### src/sv/sst_pkg.sv
// ----------------------------------------------------------------------------
// Shell script tokenizer package
// Shared types, token codes, error codes and character constants.
// ----------------------------------------------------------------------------
package sst_pkg;

    // Size of the token text buffer; a kept text holds at most TEXT_BYTES-1 bytes.
    localparam int TEXT_BYTES = 16;
    localparam int TC_W       = $clog2(TEXT_BYTES) + 1;
    localparam logic [TC_W-1:0] TEXT_KEEP = TC_W'(TEXT_BYTES - 1);

    // Depth of the result bundle queue between front and back.
    localparam int QDEPTH = 4;
    localparam int QA_W   = $clog2(QDEPTH);

    localparam logic [15:0] LIMIT_RESET = 16'd256;

    // Result kinds.
    localparam logic [1:0] RK_TEXT   = 2'd0;
    localparam logic [1:0] RK_RECORD = 2'd1;
    localparam logic [1:0] RK_ERROR  = 2'd2;

    // Token types.
    localparam logic [4:0] TK_NEWLINE = 5'd0;
    localparam logic [4:0] TK_STRING  = 5'd1;
    localparam logic [4:0] TK_NUMBER  = 5'd2;
    localparam logic [4:0] TK_VAR     = 5'd3;
    localparam logic [4:0] TK_IDENT   = 5'd4;
    localparam logic [4:0] TK_TRUE    = 5'd5;
    localparam logic [4:0] TK_FALSE   = 5'd6;
    localparam logic [4:0] TK_RANGE   = 5'd7;
    localparam logic [4:0] TK_EQ      = 5'd8;
    localparam logic [4:0] TK_NEQ     = 5'd9;
    localparam logic [4:0] TK_GTE     = 5'd10;
    localparam logic [4:0] TK_LTE     = 5'd11;
    localparam logic [4:0] TK_AT      = 5'd12;
    localparam logic [4:0] TK_PIPE    = 5'd13;
    localparam logic [4:0] TK_QUEST   = 5'd14;
    localparam logic [4:0] TK_PERCENT = 5'd15;
    localparam logic [4:0] TK_LBRACK  = 5'd16;
    localparam logic [4:0] TK_RBRACK  = 5'd17;
    localparam logic [4:0] TK_LPAREN  = 5'd18;
    localparam logic [4:0] TK_RPAREN  = 5'd19;
    localparam logic [4:0] TK_DOT     = 5'd20;
    localparam logic [4:0] TK_COMMA   = 5'd21;
    localparam logic [4:0] TK_SEMI    = 5'd22;
    localparam logic [4:0] TK_ASSIGN  = 5'd23;
    localparam logic [4:0] TK_GT      = 5'd24;
    localparam logic [4:0] TK_LT      = 5'd25;
    localparam logic [4:0] TK_EOF     = 5'd26;

    // Error codes.
    localparam logic [2:0] ER_CHAR     = 3'd0;
    localparam logic [2:0] ER_EMPTYVAR = 3'd1;
    localparam logic [2:0] ER_LONG     = 3'd2;
    localparam logic [2:0] ER_UNTERM   = 3'd3;
    localparam logic [2:0] ER_MANY     = 3'd4;

    // Characters.
    localparam logic [7:0] CH_TAB    = 8'h09;
    localparam logic [7:0] CH_LF     = 8'h0A;
    localparam logic [7:0] CH_CR     = 8'h0D;
    localparam logic [7:0] CH_SPACE  = 8'h20;
    localparam logic [7:0] CH_BANG   = 8'h21;
    localparam logic [7:0] CH_QUOTE  = 8'h22;
    localparam logic [7:0] CH_DOLLAR = 8'h24;
    localparam logic [7:0] CH_DOT    = 8'h2E;
    localparam logic [7:0] CH_LT     = 8'h3C;
    localparam logic [7:0] CH_EQ     = 8'h3D;
    localparam logic [7:0] CH_GT     = 8'h3E;
    localparam logic [7:0] CH_BSLASH = 8'h5C;

    // Scanner modes.
    typedef enum logic [3:0] {
        M_IDLE, M_NUMBER, M_IDENT, M_VAR_START, M_VAR,
        M_STRING, M_STRING_ESC, M_HOLD, M_AFTER_CR, M_ERROR
    } t_mode;

    // One result item without its run flag.
    typedef struct packed {
        logic [1:0]  kind;
        logic [4:0]  ttype;
        logic [7:0]  text;
        logic [15:0] offset;
        logic [15:0] line;
        logic [15:0] column;
        logic [3:0]  tlen;
        logic [15:0] num;
        logic [2:0]  ecode;
    } t_result;

    // All results caused by one input item.
    typedef struct packed {
        t_result [2:0] res;
        logic [1:0]    cnt;
    } t_bundle;

    // Queue status seen by the front and the back.
    typedef struct packed {
        logic full;
        logic valid;
    } t_qstat;

    function automatic logic f_is_word(input logic [7:0] b);
        return (b >= "A" && b <= "Z") || (b >= "a" && b <= "z") ||
               (b >= "0" && b <= "9") || b == "_";
    endfunction

    function automatic logic [7:0] f_fold(input logic [7:0] b);
        return (b >= "a" && b <= "z") ? b - 8'd32 : b;
    endfunction

    // Keeps the TRUE and FALSE candidates alive while the folded byte matches.
    function automatic logic [1:0] f_kw(input logic [1:0] km, input logic [TC_W-1:0] pos,
                                        input logic [7:0] f);
        logic [1:0] k;
        logic [7:0] ct;
        logic [7:0] cf;
        k = km;
        case (pos)
            TC_W'(0): begin ct = "T"; cf = "F"; end
            TC_W'(1): begin ct = "R"; cf = "A"; end
            TC_W'(2): begin ct = "U"; cf = "L"; end
            TC_W'(3): begin ct = "E"; cf = "S"; end
            TC_W'(4): begin ct = 8'h00; cf = "E"; end
            default: begin ct = 8'h00; cf = 8'h00; end
        endcase
        if (pos >= TC_W'(4) || ct != f) k[0] = 1'b0;
        if (pos >= TC_W'(5) || cf != f) k[1] = 1'b0;
        return k;
    endfunction

    // Single-byte punctuation; bit 5 flags a match.
    function automatic logic [5:0] f_single(input logic [7:0] b);
        case (b)
            "@": return {1'b1, TK_AT};
            "|": return {1'b1, TK_PIPE};
            "?": return {1'b1, TK_QUEST};
            "%": return {1'b1, TK_PERCENT};
            "[": return {1'b1, TK_LBRACK};
            "]": return {1'b1, TK_RBRACK};
            "(": return {1'b1, TK_LPAREN};
            ")": return {1'b1, TK_RPAREN};
            ",": return {1'b1, TK_COMMA};
            ";": return {1'b1, TK_SEMI};
            default: return 6'd0;
        endcase
    endfunction

    function automatic t_result f_text(input logic [7:0] b);
        t_result r;
        r      = '0;
        r.kind = RK_TEXT;
        r.text = b;
        return r;
    endfunction

    function automatic t_result f_err(input logic [2:0] code, input logic [15:0] off,
                                      input logic [15:0] ln, input logic [15:0] col);
        t_result r;
        r        = '0;
        r.kind   = RK_ERROR;
        r.offset = off;
        r.line   = ln;
        r.column = col;
        r.ecode  = code;
        return r;
    endfunction

    function automatic t_result f_rec(input logic [4:0] ty, input logic [15:0] off,
                                      input logic [15:0] ln, input logic [15:0] col,
                                      input logic [3:0] len, input logic [15:0] num);
        t_result r;
        r        = '0;
        r.kind   = RK_RECORD;
        r.ttype  = ty;
        r.offset = off;
        r.line   = ln;
        r.column = col;
        r.tlen   = len;
        r.num    = num;
        return r;
    endfunction

endpackage

### src/sv/sst_in_if.sv
// ----------------------------------------------------------------------------
// Source byte channel
// Valid/ready channel carrying one source byte or the end marker.
// ----------------------------------------------------------------------------
interface sst_in_if;
    logic       valid;
    logic       ready;
    logic [7:0] char_byte;
    logic       end_of_source;

    modport source(output valid, char_byte, end_of_source, input ready);
    modport sink(input valid, char_byte, end_of_source, output ready);
endinterface

### src/sv/sst_out_if.sv
// ----------------------------------------------------------------------------
// Result channel
// Valid/ready channel carrying text bytes, token records and error records.
// ----------------------------------------------------------------------------
interface sst_out_if;
    logic        valid;
    logic        ready;
    logic [1:0]  result_kind;
    logic [4:0]  token_type;
    logic [7:0]  text_byte;
    logic [15:0] offset;
    logic [15:0] line_number;
    logic [15:0] column_number;
    logic [3:0]  text_length;
    logic [15:0] number_value;
    logic [2:0]  error_code;
    logic        last_in_run;

    modport source(output valid, result_kind, token_type, text_byte, offset, line_number,
                   column_number, text_length, number_value, error_code, last_in_run,
                   input ready);
    modport sink(input valid, result_kind, token_type, text_byte, offset, line_number,
                 column_number, text_length, number_value, error_code, last_in_run,
                 output ready);
endinterface

### src/sv/sst_cfg_if.sv
// ----------------------------------------------------------------------------
// Configuration channel
// Valid/ready write channel for the token limit register.
// ----------------------------------------------------------------------------
interface sst_cfg_if;
    logic        valid;
    logic        ready;
    logic [15:0] token_limit;

    modport source(output valid, token_limit, input ready);
    modport sink(input valid, token_limit, output ready);
endinterface

### src/sv/sst_front.sv
// ----------------------------------------------------------------------------
// Tokenizer front end
// Accepts source bytes, runs the scanner and pushes a bundle of results.
// ----------------------------------------------------------------------------
module sst_front
    import sst_pkg::*;
(
    input  logic        i_clk,
    input  logic        i_rst_n,
    sst_in_if.sink      i_in,
    sst_cfg_if.sink     i_cfg,
    input  t_qstat      i_qstat,
    output logic        o_push,
    output t_bundle     o_bundle
);

    t_mode            r_mode, n_mode;
    logic [15:0]      r_off, n_off;
    logic [15:0]      r_ln, n_ln;
    logic [15:0]      r_col, n_col;
    logic [15:0]      r_so, n_so;
    logic [15:0]      r_sl, n_sl;
    logic [15:0]      r_sc, n_sc;
    logic [15:0]      r_acc, n_acc;
    logic [TC_W-1:0]  r_tc, n_tc;
    logic [15:0]      r_tok, n_tok;
    logic [1:0]       r_km, n_km;
    logic [7:0]       r_held, n_held;
    logic [15:0]      r_limit;

    logic             accept;
    t_bundle          bnd;

    assign i_in.ready  = !i_qstat.full;
    assign i_cfg.ready = 1'b1;
    assign accept      = i_in.valid && i_in.ready;
    assign o_push      = accept && (bnd.cnt != 2'd0);
    assign o_bundle    = bnd;

    // Scanner: one source byte in, up to two results out.
    always_comb begin
        logic [7:0]  b;
        logic [7:0]  f;
        logic [1:0]  nr;
        logic        aq;
        logic        adisp;
        logic        disp;
        logic [4:0]  aty;
        logic [15:0] anum;
        logic [5:0]  sg;
        logic [4:0]  pty;
        logic        pok;

        b      = i_in.char_byte;
        f      = f_fold(b);
        nr     = 2'd0;
        aq     = 1'b0;
        adisp  = 1'b0;
        disp   = 1'b0;
        aty    = TK_IDENT;
        anum   = 16'd0;
        sg     = f_single(b);
        pty    = TK_RANGE;
        pok    = 1'b0;
        bnd    = '0;
        n_mode = r_mode;
        n_off  = r_off;
        n_ln   = r_ln;
        n_col  = r_col;
        n_so   = r_so;
        n_sl   = r_sl;
        n_sc   = r_sc;
        n_acc  = r_acc;
        n_tc   = r_tc;
        n_tok  = r_tok;
        n_km   = r_km;
        n_held = r_held;

        if (r_mode == M_ERROR) begin
            // Sticky error: only the end marker has an effect.
            if (i_in.end_of_source) n_mode = M_IDLE;
        end else if (i_in.end_of_source) begin
            // Flush the pending token.
            case (r_mode)
                M_NUMBER: begin
                    aq   = 1'b1;
                    aty  = TK_NUMBER;
                    anum = r_acc;
                end
                M_IDENT, M_VAR: begin
                    aq = 1'b1;
                    if (r_mode == M_VAR) aty = TK_VAR;
                    else if (r_km[0] && r_tc == TC_W'(4)) aty = TK_TRUE;
                    else if (r_km[1] && r_tc == TC_W'(5)) aty = TK_FALSE;
                    else aty = TK_IDENT;
                end
                M_VAR_START: begin
                    bnd.res[nr] = f_err(ER_EMPTYVAR, r_off, r_ln, r_col);
                    nr = nr + 2'd1;
                    n_mode = M_ERROR;
                end
                M_STRING, M_STRING_ESC: begin
                    bnd.res[nr] = f_err(ER_UNTERM, r_so, r_sl, r_sc);
                    nr = nr + 2'd1;
                    n_mode = M_ERROR;
                end
                M_HOLD: begin
                    aq = 1'b1;
                    case (r_held)
                        CH_DOT: aty = TK_DOT;
                        CH_EQ:  aty = TK_ASSIGN;
                        CH_GT:  aty = TK_GT;
                        CH_LT:  aty = TK_LT;
                        default: begin
                            aq = 1'b0;
                            bnd.res[nr] = f_err(ER_CHAR, r_so, r_sl, r_sc);
                            nr = nr + 2'd1;
                            n_mode = M_ERROR;
                        end
                    endcase
                end
                default: ;
            endcase
            if (aq) begin
                if (n_tok >= r_limit) begin
                    bnd.res[nr] = f_err(ER_MANY, r_so, r_sl, r_sc);
                    n_mode = M_ERROR;
                end else begin
                    bnd.res[nr] = f_rec(aty, r_so, r_sl, r_sc,
                                        (r_mode == M_IDENT || r_mode == M_VAR) ?
                                        r_tc[3:0] : 4'd0, anum);
                    n_tok = n_tok + 16'd1;
                end
                nr = nr + 2'd1;
            end
            // End of file record.
            if (n_mode != M_ERROR) begin
                if (n_tok >= r_limit) begin
                    bnd.res[nr] = f_err(ER_MANY, r_off, r_ln, r_col);
                end else begin
                    bnd.res[nr] = f_rec(TK_EOF, r_off, r_ln, r_col, 4'd0, 16'd0);
                end
                nr = nr + 2'd1;
            end
            n_mode = M_IDLE;
        end else begin
            // Mode-specific handling of the byte.
            case (r_mode)
                M_NUMBER: begin
                    if (b >= "0" && b <= "9") begin
                        n_acc = (r_acc << 3) + (r_acc << 1) + {12'd0, b[3:0]};
                        n_col = n_col + 16'd1;
                    end else begin
                        n_mode = M_IDLE;
                        aq     = 1'b1;
                        adisp  = 1'b1;
                        aty    = TK_NUMBER;
                        anum   = r_acc;
                    end
                end
                M_IDENT, M_VAR: begin
                    if (f_is_word(b)) begin
                        if (r_tc < TEXT_KEEP) begin
                            n_km = f_kw(r_km, r_tc, f);
                            bnd.res[nr] = f_text(f);
                            nr = nr + 2'd1;
                            n_tc = r_tc + TC_W'(1);
                        end
                        n_col = n_col + 16'd1;
                    end else begin
                        n_mode = M_IDLE;
                        aq     = 1'b1;
                        adisp  = 1'b1;
                        if (r_mode == M_VAR) aty = TK_VAR;
                        else if (r_km[0] && r_tc == TC_W'(4)) aty = TK_TRUE;
                        else if (r_km[1] && r_tc == TC_W'(5)) aty = TK_FALSE;
                        else aty = TK_IDENT;
                    end
                end
                M_VAR_START: begin
                    if (f_is_word(b)) begin
                        n_so = r_off;
                        n_sl = r_ln;
                        n_sc = r_col;
                        n_km = 2'b00;
                        bnd.res[nr] = f_text(f);
                        nr = nr + 2'd1;
                        n_tc   = TC_W'(1);
                        n_mode = M_VAR;
                        n_col  = n_col + 16'd1;
                    end else begin
                        bnd.res[nr] = f_err(ER_EMPTYVAR, r_off, r_ln, r_col);
                        nr = nr + 2'd1;
                        n_mode = M_ERROR;
                    end
                end
                M_STRING, M_STRING_ESC: begin
                    if (r_mode == M_STRING && b == CH_QUOTE) begin
                        // Closing quote: the limit was checked at the opening quote.
                        n_mode = M_IDLE;
                        n_tok  = n_tok + 16'd1;
                        bnd.res[nr] = f_rec(TK_STRING, r_so, r_sl, r_sc, r_tc[3:0], 16'd0);
                        nr = nr + 2'd1;
                        n_col = n_col + 16'd1;
                    end else if (r_mode == M_STRING && b == CH_BSLASH) begin
                        n_mode = M_STRING_ESC;
                        n_col  = n_col + 16'd1;
                    end else begin
                        n_mode = M_STRING;
                        if (r_tc + TC_W'(1) >= TC_W'(TEXT_BYTES)) begin
                            bnd.res[nr] = f_err(ER_LONG, r_so, r_sl, r_sc);
                            nr = nr + 2'd1;
                            n_mode = M_ERROR;
                        end else begin
                            bnd.res[nr] = f_text(b);
                            nr = nr + 2'd1;
                            n_tc  = r_tc + TC_W'(1);
                            n_col = n_col + 16'd1;
                        end
                    end
                end
                M_HOLD: begin
                    if (r_held == CH_DOT && b == CH_DOT) begin pty = TK_RANGE; pok = 1'b1; end
                    else if (r_held == CH_EQ && b == CH_EQ) begin pty = TK_EQ; pok = 1'b1; end
                    else if (r_held == CH_BANG && b == CH_EQ) begin pty = TK_NEQ; pok = 1'b1; end
                    else if (r_held == CH_LT && b == CH_GT) begin pty = TK_NEQ; pok = 1'b1; end
                    else if (r_held == CH_GT && b == CH_EQ) begin pty = TK_GTE; pok = 1'b1; end
                    else if (r_held == CH_LT && b == CH_EQ) begin pty = TK_LTE; pok = 1'b1; end
                    n_mode = M_IDLE;
                    if (pok) begin
                        // Two-byte operator.
                        if (n_tok >= r_limit) begin
                            bnd.res[nr] = f_err(ER_MANY, r_so, r_sl, r_sc);
                            n_mode = M_ERROR;
                        end else begin
                            bnd.res[nr] = f_rec(pty, r_so, r_sl, r_sc, 4'd0, 16'd0);
                            n_tok = n_tok + 16'd1;
                            n_col = n_col + 16'd1;
                        end
                        nr = nr + 2'd1;
                    end else begin
                        aq    = 1'b1;
                        adisp = 1'b1;
                        case (r_held)
                            CH_DOT: aty = TK_DOT;
                            CH_EQ:  aty = TK_ASSIGN;
                            CH_GT:  aty = TK_GT;
                            CH_LT:  aty = TK_LT;
                            default: begin
                                aq = 1'b0;
                                adisp = 1'b0;
                                bnd.res[nr] = f_err(ER_CHAR, r_so, r_sl, r_sc);
                                nr = nr + 2'd1;
                                n_mode = M_ERROR;
                            end
                        endcase
                    end
                end
                M_AFTER_CR: begin
                    n_mode = M_IDLE;
                    disp   = (b != CH_LF);
                end
                default: disp = 1'b1;
            endcase

            // Record of the token that this byte closes.
            if (aq) begin
                if (n_tok >= r_limit) begin
                    bnd.res[nr] = f_err(ER_MANY, r_so, r_sl, r_sc);
                    n_mode = M_ERROR;
                end else begin
                    bnd.res[nr] = f_rec(aty, r_so, r_sl, r_sc,
                                        (r_mode == M_IDENT || r_mode == M_VAR) ?
                                        r_tc[3:0] : 4'd0, anum);
                    n_tok = n_tok + 16'd1;
                    disp  = adisp;
                end
                nr = nr + 2'd1;
            end

            // Start of a new token at this byte.
            if (disp) begin
                n_mode = M_IDLE;
                if (b == CH_SPACE || b == CH_TAB) begin
                    n_col = n_col + 16'd1;
                end else if (b == CH_CR || b == CH_LF) begin
                    if (n_tok >= r_limit) begin
                        bnd.res[nr] = f_err(ER_MANY, r_off, r_ln, n_col);
                        n_mode = M_ERROR;
                    end else begin
                        bnd.res[nr] = f_rec(TK_NEWLINE, r_off, r_ln, n_col, 4'd0, 16'd0);
                        n_tok  = n_tok + 16'd1;
                        n_ln   = r_ln + 16'd1;
                        n_col  = 16'd1;
                        n_mode = (b == CH_CR) ? M_AFTER_CR : M_IDLE;
                    end
                    nr = nr + 2'd1;
                end else if (b == CH_QUOTE) begin
                    if (n_tok >= r_limit) begin
                        bnd.res[nr] = f_err(ER_MANY, r_off, r_ln, n_col);
                        nr = nr + 2'd1;
                        n_mode = M_ERROR;
                    end else begin
                        n_so   = r_off;
                        n_sl   = r_ln;
                        n_sc   = n_col;
                        n_tc   = '0;
                        n_mode = M_STRING;
                        n_col  = n_col + 16'd1;
                    end
                end else if (b >= "0" && b <= "9") begin
                    n_so   = r_off;
                    n_sl   = r_ln;
                    n_sc   = n_col;
                    n_acc  = {12'd0, b[3:0]};
                    n_mode = M_NUMBER;
                    n_col  = n_col + 16'd1;
                end else if (b == CH_DOLLAR) begin
                    n_mode = M_VAR_START;
                    n_col  = n_col + 16'd1;
                end else if (f_is_word(b)) begin
                    n_so   = r_off;
                    n_sl   = r_ln;
                    n_sc   = n_col;
                    n_km   = f_kw(2'b11, TC_W'(0), f);
                    bnd.res[nr] = f_text(f);
                    nr = nr + 2'd1;
                    n_tc   = TC_W'(1);
                    n_mode = M_IDENT;
                    n_col  = n_col + 16'd1;
                end else if (b == CH_DOT || b == CH_EQ || b == CH_BANG ||
                             b == CH_LT || b == CH_GT) begin
                    n_so   = r_off;
                    n_sl   = r_ln;
                    n_sc   = n_col;
                    n_held = b;
                    n_mode = M_HOLD;
                    n_col  = n_col + 16'd1;
                end else if (!sg[5]) begin
                    bnd.res[nr] = f_err(ER_CHAR, r_off, r_ln, n_col);
                    nr = nr + 2'd1;
                    n_mode = M_ERROR;
                end else begin
                    if (n_tok >= r_limit) begin
                        bnd.res[nr] = f_err(ER_MANY, r_off, r_ln, n_col);
                        n_mode = M_ERROR;
                    end else begin
                        bnd.res[nr] = f_rec(sg[4:0], r_off, r_ln, n_col, 4'd0, 16'd0);
                        n_tok = n_tok + 16'd1;
                        n_col = n_col + 16'd1;
                    end
                    nr = nr + 2'd1;
                end
            end
            n_off = r_off + 16'd1;
        end
        bnd.cnt = nr;
    end

    // Scan state; the end marker returns it to the reset values.
    always_ff @(posedge i_clk) begin
        if (!i_rst_n) begin
            r_mode  <= M_IDLE;
            r_off   <= 16'd0;
            r_ln    <= 16'd1;
            r_col   <= 16'd1;
            r_so    <= 16'd0;
            r_sl    <= 16'd1;
            r_sc    <= 16'd1;
            r_acc   <= 16'd0;
            r_tc    <= '0;
            r_tok   <= 16'd0;
            r_km    <= 2'b11;
            r_held  <= 8'd0;
            r_limit <= LIMIT_RESET;
        end else begin
            if (i_cfg.valid) r_limit <= i_cfg.token_limit;
            if (accept) begin
                if (i_in.end_of_source) begin
                    r_mode <= M_IDLE;
                    r_off  <= 16'd0;
                    r_ln   <= 16'd1;
                    r_col  <= 16'd1;
                    r_so   <= 16'd0;
                    r_sl   <= 16'd1;
                    r_sc   <= 16'd1;
                    r_acc  <= 16'd0;
                    r_tc   <= '0;
                    r_tok  <= 16'd0;
                    r_km   <= 2'b11;
                    r_held <= 8'd0;
                end else begin
                    r_mode <= n_mode;
                    r_off  <= n_off;
                    r_ln   <= n_ln;
                    r_col  <= n_col;
                    r_so   <= n_so;
                    r_sl   <= n_sl;
                    r_sc   <= n_sc;
                    r_acc  <= n_acc;
                    r_tc   <= n_tc;
                    r_tok  <= n_tok;
                    r_km   <= n_km;
                    r_held <= n_held;
                end
            end
        end
    end

endmodule

### src/sv/sst_queue.sv
// ----------------------------------------------------------------------------
// Result bundle queue
// Short first-in first-out queue of result bundles between front and back.
// ----------------------------------------------------------------------------
module sst_queue
    import sst_pkg::*;
(
    input  logic    i_clk,
    input  logic    i_rst_n,
    input  logic    i_push,
    input  t_bundle i_bundle,
    input  logic    i_pop,
    output t_qstat  o_qstat,
    output t_bundle o_head
);

    t_bundle           r_mem [QDEPTH];
    logic [QA_W-1:0]   r_wp, r_rp;
    logic [QA_W:0]     r_cnt;

    assign o_qstat.full  = (r_cnt == (QA_W+1)'(QDEPTH));
    assign o_qstat.valid = (r_cnt != '0);
    assign o_head        = r_mem[r_rp];

    // Storage.
    always_ff @(posedge i_clk) begin
        if (i_push) r_mem[r_wp] <= i_bundle;
    end

    // Pointers and fill count.
    always_ff @(posedge i_clk) begin
        if (!i_rst_n) begin
            r_wp  <= '0;
            r_rp  <= '0;
            r_cnt <= '0;
        end else begin
            if (i_push) r_wp <= r_wp + QA_W'(1);
            if (i_pop) r_rp <= r_rp + QA_W'(1);
            if (i_push && !i_pop) r_cnt <= r_cnt + (QA_W+1)'(1);
            else if (i_pop && !i_push) r_cnt <= r_cnt - (QA_W+1)'(1);
        end
    end

endmodule

### src/sv/sst_back.sv
// ----------------------------------------------------------------------------
// Tokenizer back end
// Takes bundles apart into single results and drives the output register.
// ----------------------------------------------------------------------------
module sst_back
    import sst_pkg::*;
(
    input  logic     i_clk,
    input  logic     i_rst_n,
    input  t_qstat   i_qstat,
    input  t_bundle  i_head,
    output logic     o_pop,
    sst_out_if.source o_out
);

    logic [1:0] r_idx;
    logic       r_valid;
    t_result    r_data;
    logic       r_last;
    logic       load;
    logic       at_end;

    assign load   = i_qstat.valid && (!r_valid || o_out.ready);
    assign at_end = (r_idx == i_head.cnt - 2'd1);
    assign o_pop  = load && at_end;

    // Output register and position within the head bundle.
    always_ff @(posedge i_clk) begin
        if (!i_rst_n) begin
            r_valid <= 1'b0;
            r_idx   <= 2'd0;
        end else begin
            if (load) begin
                r_valid <= 1'b1;
                r_idx   <= at_end ? 2'd0 : r_idx + 2'd1;
            end else if (o_out.ready) begin
                r_valid <= 1'b0;
            end
        end
    end

    always_ff @(posedge i_clk) begin
        if (load) begin
            r_data <= i_head.res[r_idx];
            r_last <= at_end;
        end
    end

    assign o_out.valid         = r_valid;
    assign o_out.result_kind   = r_data.kind;
    assign o_out.token_type    = r_data.ttype;
    assign o_out.text_byte     = r_data.text;
    assign o_out.offset        = r_data.offset;
    assign o_out.line_number   = r_data.line;
    assign o_out.column_number = r_data.column;
    assign o_out.text_length   = r_data.tlen;
    assign o_out.number_value  = r_data.num;
    assign o_out.error_code    = r_data.ecode;
    assign o_out.last_in_run   = r_last;

endmodule

### src/sv/shell_script_tokenizer_unit.sv
// ----------------------------------------------------------------------------
// Shell script tokenizer
// Streaming lexer: source bytes in, text bytes, token and error records out.
// ----------------------------------------------------------------------------
// Usage:
//   i_in takes one source byte per transaction, or the end marker, which
//   flushes any pending token, emits EOF unless an error stops the scan
//   and clears the scan state. o_out gives one result per transaction;
//   last_in_run marks the final result caused by an input transaction. i_cfg
//   writes the token limit and should only be used while the block is idle.
// Flow:
//   A byte is scanned in the cycle it is accepted; its results are written
//   to the bundle queue and then loaded into the output register. The front
//   accepts a byte every cycle while the bundle queue has room. The output
//   register delivers one result per cycle while results are queued and o_out is ready.
// Reset:
//   Synchronous, active low. The scanner returns to line 1, column 1, the
//   token limit to 256, and the queue and output register empty.
// Stalls:
//   When o_out is stalled, the four-entry queue fills and i_in.ready drops.
// ----------------------------------------------------------------------------
module shell_script_tokenizer_unit
    import sst_pkg::*;
(
    input  logic      i_clk,
    input  logic      i_rst_n,
    sst_in_if.sink    i_in,
    sst_cfg_if.sink   i_cfg,
    sst_out_if.source o_out
);

    t_qstat  qstat;
    t_bundle push_bundle;
    t_bundle head;
    logic    push;
    logic    pop;

    // Scanner.
    sst_front u_front (
        .i_clk    (i_clk),
        .i_rst_n  (i_rst_n),
        .i_in     (i_in),
        .i_cfg    (i_cfg),
        .i_qstat  (qstat),
        .o_push   (push),
        .o_bundle (push_bundle)
    );

    // Decoupling queue.
    sst_queue u_queue (
        .i_clk    (i_clk),
        .i_rst_n  (i_rst_n),
        .i_push   (push),
        .i_bundle (push_bundle),
        .i_pop    (pop),
        .o_qstat  (qstat),
        .o_head   (head)
    );

    // Result serialiser.
    sst_back u_back (
        .i_clk   (i_clk),
        .i_rst_n (i_rst_n),
        .i_qstat (qstat),
        .i_head  (head),
        .o_pop   (pop),
        .o_out   (o_out)
    );

endmodule

### src/flat_wrapper.sv
// flat-port wrapper written by rule: the top's interface ports become plain ports
module shell_script_tokenizer_unit_flat import sst_pkg::*;
  (i_clk, i_rst_n, i_in_valid, i_in_char_byte, i_in_end_of_source, i_in_ready, i_cfg_valid, i_cfg_token_limit, i_cfg_ready, o_out_valid, o_out_result_kind, o_out_token_type, o_out_text_byte, o_out_offset, o_out_line_number, o_out_column_number, o_out_text_length, o_out_number_value, o_out_error_code, o_out_last_in_run, o_out_ready);
  sst_in_if i_in_i ();
  sst_cfg_if i_cfg_i ();
  sst_out_if o_out_i ();
  input  logic i_clk;
  input  logic i_rst_n;
  input wire logic [$bits(i_in_i.valid)-1:0] i_in_valid;
  input wire logic [$bits(i_in_i.char_byte)-1:0] i_in_char_byte;
  input wire logic [$bits(i_in_i.end_of_source)-1:0] i_in_end_of_source;
  output wire logic [$bits(i_in_i.ready)-1:0] i_in_ready;
  input wire logic [$bits(i_cfg_i.valid)-1:0] i_cfg_valid;
  input wire logic [$bits(i_cfg_i.token_limit)-1:0] i_cfg_token_limit;
  output wire logic [$bits(i_cfg_i.ready)-1:0] i_cfg_ready;
  output wire logic [$bits(o_out_i.valid)-1:0] o_out_valid;
  output wire logic [$bits(o_out_i.result_kind)-1:0] o_out_result_kind;
  output wire logic [$bits(o_out_i.token_type)-1:0] o_out_token_type;
  output wire logic [$bits(o_out_i.text_byte)-1:0] o_out_text_byte;
  output wire logic [$bits(o_out_i.offset)-1:0] o_out_offset;
  output wire logic [$bits(o_out_i.line_number)-1:0] o_out_line_number;
  output wire logic [$bits(o_out_i.column_number)-1:0] o_out_column_number;
  output wire logic [$bits(o_out_i.text_length)-1:0] o_out_text_length;
  output wire logic [$bits(o_out_i.number_value)-1:0] o_out_number_value;
  output wire logic [$bits(o_out_i.error_code)-1:0] o_out_error_code;
  output wire logic [$bits(o_out_i.last_in_run)-1:0] o_out_last_in_run;
  input wire logic [$bits(o_out_i.ready)-1:0] o_out_ready;
  assign i_in_i.valid = i_in_valid;
  assign i_in_i.char_byte = i_in_char_byte;
  assign i_in_i.end_of_source = i_in_end_of_source;
  assign i_in_ready = i_in_i.ready;
  assign i_cfg_i.valid = i_cfg_valid;
  assign i_cfg_i.token_limit = i_cfg_token_limit;
  assign i_cfg_ready = i_cfg_i.ready;
  assign o_out_valid = o_out_i.valid;
  assign o_out_result_kind = o_out_i.result_kind;
  assign o_out_token_type = o_out_i.token_type;
  assign o_out_text_byte = o_out_i.text_byte;
  assign o_out_offset = o_out_i.offset;
  assign o_out_line_number = o_out_i.line_number;
  assign o_out_column_number = o_out_i.column_number;
  assign o_out_text_length = o_out_i.text_length;
  assign o_out_number_value = o_out_i.number_value;
  assign o_out_error_code = o_out_i.error_code;
  assign o_out_last_in_run = o_out_i.last_in_run;
  assign o_out_i.ready = o_out_ready;
  shell_script_tokenizer_unit u_core (.i_clk(i_clk), .i_rst_n(i_rst_n), .i_in(i_in_i), .i_cfg(i_cfg_i), .o_out(o_out_i));
endmodule
### config.mk
export PLATFORM = sky130hd
export DESIGN_NAME = shell_script_tokenizer_unit_flat
export DESIGN_NICKNAME = d
export VERILOG_FILES = /design/src/sv/sst_pkg.sv /design/src/sv/sst_in_if.sv /design/src/sv/sst_out_if.sv /design/src/sv/sst_cfg_if.sv /design/src/sv/sst_front.sv /design/src/sv/sst_queue.sv /design/src/sv/sst_back.sv /design/src/sv/shell_script_tokenizer_unit.sv /design/src/flat_wrapper.sv
export SDC_FILE = /design/constraint.sdc
export NUM_CORES = 2
export LEC_CHECK = 0
export ABC_AREA = 1
export BUFFER_PORTS_ARGS = -buffer_cell sky130_fd_sc_hd__buf_2
export CORE_ASPECT_RATIO = 0.7
export CORE_MARGIN = 1
export CORE_UTILIZATION = 45
export CTS_BUF_LIST = sky130_fd_sc_hd__clkbuf_16
export CTS_CLUSTER_DIAMETER = 30
export CTS_CLUSTER_SIZE = 20
export DETAILED_ROUTE_END_ITERATION = 16
export GPL_TIMING_DRIVEN = 0
export PLACE_DENSITY_LB_ADDON = 0.12
export SETUP_SLACK_MARGIN = 0.15
export SLEW_MARGIN = 20
export SYNTH_ARGS = -nofsm -noshare
export SYNTH_HDL_FRONTEND = slang
export SYNTH_SLANG_ARGS = --single-unit
### constraint.sdc
create_clock -name i_clk -period 15.35 [get_ports i_clk]
set_input_delay 0.7675 -clock i_clk [delete_from_list [all_inputs] [get_ports i_clk]]
set_output_delay 0.7675 -clock i_clk [all_outputs]
set_load 0.02 [all_outputs]
# Word-level counts from Yosys, hierarchy flattened
# Memories as Yosys holds them, arrays and structs flattened. A register that Yosys moved wholly into a read port is not among the register bits.
# Cells that the tools add are included.
# W data, S select, Z words.
dict set report classes {
  n_addsub 21
  order_cmp 23
  n_eq_ne 58
  muxes 363
  reduce_logical 58
}
# op n
set ops {}
lappend ops {{$mux W258} 24}
lappend ops {{$bwmux W258} 11}
lappend ops {{$mux W16} 109}
lappend ops {{$mux W86} 16}
lappend ops {{$demux W86 S2} 4}
lappend ops {{$pmux W86 S4} 1}
lappend ops {{$mux W8} 39}
lappend ops {{$pmux W86 S3} 1}
lappend ops {{$bmux W86 S2} 1}
lappend ops {{$mux W79} 2}
lappend ops {{$eq A8 B6 Y1 const B} 19}
lappend ops {{$mux W4} 38}
lappend ops {{$add A16 B1 Y16 const B} 7}
lappend ops {{$mux W5} 22}
lappend ops {{$mux W2} 40}
lappend ops {{$ge A16 B16 Y1} 4}
lappend ops {{$pmux W16 S4} 1}
lappend ops {{$pmux W6 S10} 1}
lappend ops {{$eq A8 B7 Y1 const B} 6}
lappend ops {{$pmux W5 S3} 3}
lappend ops {{$pmux W7 S5} 1}
lappend ops {{$mux W1} 34}
lappend ops {{$ne A8 B8 Y1} 4}
lappend ops {{$pmux W16 S2} 1}
lappend ops {{other kinds (52)} 134}
dict set report word_totals {
  register_bits 260
  ramBits 1040
  input_bits 30
  out_inout_bits 90
  word_cells 552
  n_memories 1
}
# name words width read_ports rd_clocked_by_memory_dff write_ports line
set memory_table {}
lappend memory_table {u_core.u_queue.r_mem 4 260 1 1 1 sst_queue.sv:17} ;# t_bundle r_mem [QDEPTH];

# Logic depth before layout (Yosys ltp)
dict set report depth {
  depth_word 37
  ltp_mapped 56
  mapped_depth_nobuf 56
}

# Cells and area by module
# Synthesis repeated with hierarchy kept, for this count alone.
dict set report hier_totals {
  hier_cells 6967
  hier_area_um2 66204.7
}
# module instances cells_per_inst area_each_um2 seq_area_each_um2
set by_module_without_submodules {}
lappend by_module_without_submodules {sst_queue 1 2573 38909.8 31410.1}
lappend by_module_without_submodules {sst_front 1 3883 22552.9 3263.1}
lappend by_module_without_submodules {sst_back 1 511 4742.0 2672.6}

# Least setup slack after synthesis
# Ideal clock, no wire load.
dict set report synth_path {
  path_type {input port to flip-flop}
  start {input i_in_char_byte[3]}
  end {memory u_core.u_queue.r_mem[0][0] (netlist bit), enable pin}
  setup_time_ns 0.838
  t_arrival_ns 15.585
  t_required_ns 14.512
  path_slack_ns -1.073
  path_stages 43
  n_path_buf 2
  path_cell_list {buf_2 -> nand2_2 -> nor2_2 -> nand3_2 -> nor2_4 -> nor2_8 -> nand3_4 -> nand2_4 -> buf_6 -> o21ai_0 -> o21ai_0 -> nor2_1 -> inv_1 -> ha_1 -> nand2_1 -> inv_1 -> a31oi_1 -> o21ai_0 -> [... 7 more ...] -> nand2_1 -> o21ai_0 -> nand2_1 -> inv_1 -> ha_1 -> nand2_1 -> inv_1 -> nand3_1 -> nor2_1 -> a211oi_1 -> nand2_1 -> nor2_1 -> inv_1 -> nand3_2 -> nand3_1 -> o21ai_1 -> o21ai_2 -> nor2_1}
}
# item line
set synth_rtl {}
lappend synth_rtl {{start, declared} flat_wrapper.sv:10} ;# input wire logic [$bits(i_in_i.char_byte)-1:0] i_in_char_byte;
lappend synth_rtl {{end, declared} sst_queue.sv:17}

==> impl_metrics.py <==
metrics = {
    "critical_path": {
        "start_kind": "register",
        "reg2reg_from": "u_core.u_front.r_tok[0]",
        "r2r_slack_ps": 3820,
        "crit_fanout": 21,
        "crit_path_end_kind": "register",
        "path_class": "reg2reg",
        "critPathRequiredTime_ps": 15900,
        "worstPathArrival_ps": 12080,
        "crit_path_max_incr_delay_ps": 650,
        "crit_top_cell": "nand2_1",
        "cp-startpoint": "u_core.u_front.r_tok[0]",
        "crit_slowest_cell": "nor2_4",
    },
    "hold_path": {
        "holdCritPathClass": "in2reg",
        "hold_start": "i_cfg_token_limit[8]",
    },
    "synth": {
        "yosysUniqueCellTypes": 71,
        "ys_seq_elements": 1206,
        "yosys-mux-area-fraction": 0,
        "synth-xor-area-share": 0.00664,
        "avgSynthCellArea_sq_um": 9.19,
        "synth-edff-count": 1031,
        "synthSimpleGateAreaFrac": 0.170,
        "netlist_instances": 6744,
        "synth-seq-area-share": 0.556,
        "syn_area_sq_mm": 0.0620,
        "async_reset_ff_frac": 0,
        "synth_compound_area_frac": 0.185,
        "ys.warnings.count": 0,
        "synthFlopType": "edfxtp_1",
        "synth_fa_ha_area_frac": 0.0244,
        "synth_top_family_by_area": "compound AO/OA/AOI/OAI gates",
    },
    "global_routing": {
        "antenna_found_initial": 17,
        "grt_use_total": 0.400,
        "grt_pass1_vias": 53100,
        "grt_first_pass_wirelength_um": 396000,
        "grt_max_degree": 25,
        "grt-ovfl-total": 0,
    },
    "clock_tree": {
        "post-cts-setup-buffers": 0,
        "ctsHoldBuffers": 0,
        "clockRootBuffer": "clkbuf_16",
        "cts_tree": "built",
        "clock_path_buffers": 3,
        "cts_resized": 0,
        "path_clk_slew_ps": 50,
        "clock_latency_ps": 870,
        "cts.sinks": 1206,
        "htreeDepth": 4,
        "cts_made_buffers": 204,
    },
    "sta": {
        "fin_crit_ps": 11530,
        "setup_ws_ps": 3820,
        "final_max_slew_viol_count": 0,
        "grt_setup_unrepaired": "false",
        "tns_ps": 0,
        "setup_viol": 0,
        "final.setup_skew_ps": 59.8,
        "relSlewSlack": 0.0827,
        "fmax_mhz": 86.7,
        "period_share": 0.751,
        "tightest_slew_ps": 1370,
        "hold_viol_final": 0,
    },
    "place": {
        "dp_hpwl_um": 208000,
        "gp_congestion": 1.08,
        "port_buffers": 116,
        "place_ws_ps": 3680,
    },
    "floorplan": {
        "rows": 113,
        "ios": 120,
        "die_h_um": 312,
        "initial_core_util": 0.455,
        "die_w_um": 446,
        "dieArea_sq_mm": 0.139,
        "core_sq_mm": 0.136,
    },
    "route": {
        "drc": 0,
        "wl_per_cell_um": 30.7,
        "vias": 57700,
        "initialDrtViolationCount": 9068,
        "firstDrtPassIters": 6,
        "vias_per_cell": 6.23,
        "finalWirelength_um": 284000,
        "ant_nets": 0,
    },
    "status": {
        "status": "finished clean",
    },
    "layout": {
        "layout_common_cells": "1140 x nand2_1, 1031 x edfxtp_1, 800 x o21ai_0",
        "nets": 7374,
        "areaGrowthSynthToFinish_pct": 19.5,
        "drive_above_1_share": 0.107,
        "regArea_sq_mm": 0.0345,
        "final_common_cell": "nand2_1",
        "multi_input_area_sq_mm": 0.0244,
        "fillers": 12200,
    },
    "flow_run": {
        "cap_violations": 0,
    },
    "power": {
        "power_density_mw_per_mm2": 169,
        "max-vdd-ir-drop_v": 0.000159,
        "p_leak_uw": 0.0270,
    },
}
through the flow:
step | power [uW] | utilization | instances | cell area (sq um) | hold slack, ps
6_report | 12500 | 0.544 | 9251 | 74100 | 159
4_1_cts | 12500 | 0.544 | 9245 | 74000 | 133
3_3_place_gp | 7890 | 0.479 | 8787 | 65200 | 431
2_1_floorplan | 6250 | - | 6831 | 62300 | 419
3_5_place_dp | 7860 | 0.491 | 8858 | 66900 | 436
5_1_grt | 12900 | 0.544 | 9246 | 74000 | 189
registers in the layout, summed over array words and instances, names as in the netlist, 4 cells and up, named ones only:
signal / cells
u_core.u_front.r_acc: 16
u_core.u_queue.r_mem: 944
u_core.u_back.o_out.column_number: 16
u_core.u_back.o_out.offset: 16
u_core.u_front.r_ln: 16
u_core.u_front.r_tok: 16
u_core.u_back.o_out.line_number: 16
u_core.u_back.o_out.text_length: 4
u_core.u_front.r_limit: 16
u_core.u_front.r_mode: 4
u_core.u_front.r_sl: 16
u_core.u_front.r_so: 16
u_core.u_back.o_out.number_value: 16
u_core.u_front.r_sc: 16
u_core.u_front.r_off: 16
u_core.u_front.r_held: 8
u_core.u_front.r_tc: 5
u_core.u_front.r_col: 16
u_core.u_back.o_out.text_byte: 8
u_core.u_back.o_out.token_type: 5
synth_stat cells, types with 43 or more instances:
| cell type | n | share of area |
|---|---|---|
| a21oi_1 | 498 | 0.040 |
| clkbuf_1 | 399 | 0.024 |
| dfxtp_1 | 175 | 0.057 |
| edfxtp_1 | 1031 | 0.50 |
| ha_1 | 116 | 0.023 |
| inv_1 | 388 | 0.024 |
| nand2_1 | 1140 | 0.069 |
| nand3_1 | 277 | 0.022 |
| nand4_1 | 52 | 0.0052 |
| nor2_1 | 769 | 0.047 |
| nor3_1 | 91 | 0.0074 |
| o211ai_1 | 61 | 0.0074 |
| o21ai_0 | 801 | 0.065 |
| o221ai_1 | 52 | 0.0074 |
| o22ai_1 | 288 | 0.029 |
| xor2_1 | 43 | 0.0061 |
final cells by class:
class                   instances  share of cell area
diodes                          5            0.000169
multi-input cells            4704               0.329
clock inverters               181              0.0265
repair buffers                188              0.0289
flip-flops and latches       1206               0.465
inverters                     441              0.0225
well taps                    1840              0.0311
clock buffers                 206              0.0696
plain buffers                 480              0.0266
worst max-delay path, delay by kind of cell, from the launching register on:
| family | cells | cell delay (ps) |
|---|---|---|
| adders and majority gates | 3 | 930 |
| buffers and inverters | 14 | 2810 |
| AOI/OAI and AO/OA | 8 | 2620 |
| DFF | 1 | 460 |
| and+or+nand+nor | 24 | 4290 |
report_power, final:
group          switching (uW)  leakage [uW]  internal (uW)
Sequential                115        0.0111           4130
Clock                    1770       0.00350           2880
Combinational            2720        0.0124            927
Total                    4600        0.0270           7940
routing by layer:
layer  GRT usage  routed length, um  up-vias
met4       0.176              13400       10
met3       0.115              34200      641
met2       0.554             115000     3681
li1            -                  -    25100
met1       0.578             122000    28200
met5           0                 61        -
path summary, 6_finish.rpt:
kind | to | cells after the start
worst max-delay path | u_core.u_queue.r_mem[3][133] | 49
worst min-delay path | u_core.u_front.r_limit[8] | 3
worst max register to register | u_core.u_queue.r_mem[3][133] | 49
worst min register to register | u_core.u_front.r_held[7] | 2
logic make-up (layout without fill, tap and decap cells):
| logic type | Yosys count | in the layout |
|---|---|---|
| AND/OR/NAND/NOR | 2473 | 2473 |
| AO/OA/AOI/OAI | 1976 | 1976 |
| flip-flops | 1206 | 1206 |
| buffers and inverters | 921 | 1496 |
| adder cells (fa/ha/maj) | 119 | 119 |
| XOR/XNOR | 47 | 47 |
| other | 2 | 94 |
Note: power is estimated with default switching activity, not from simulation.
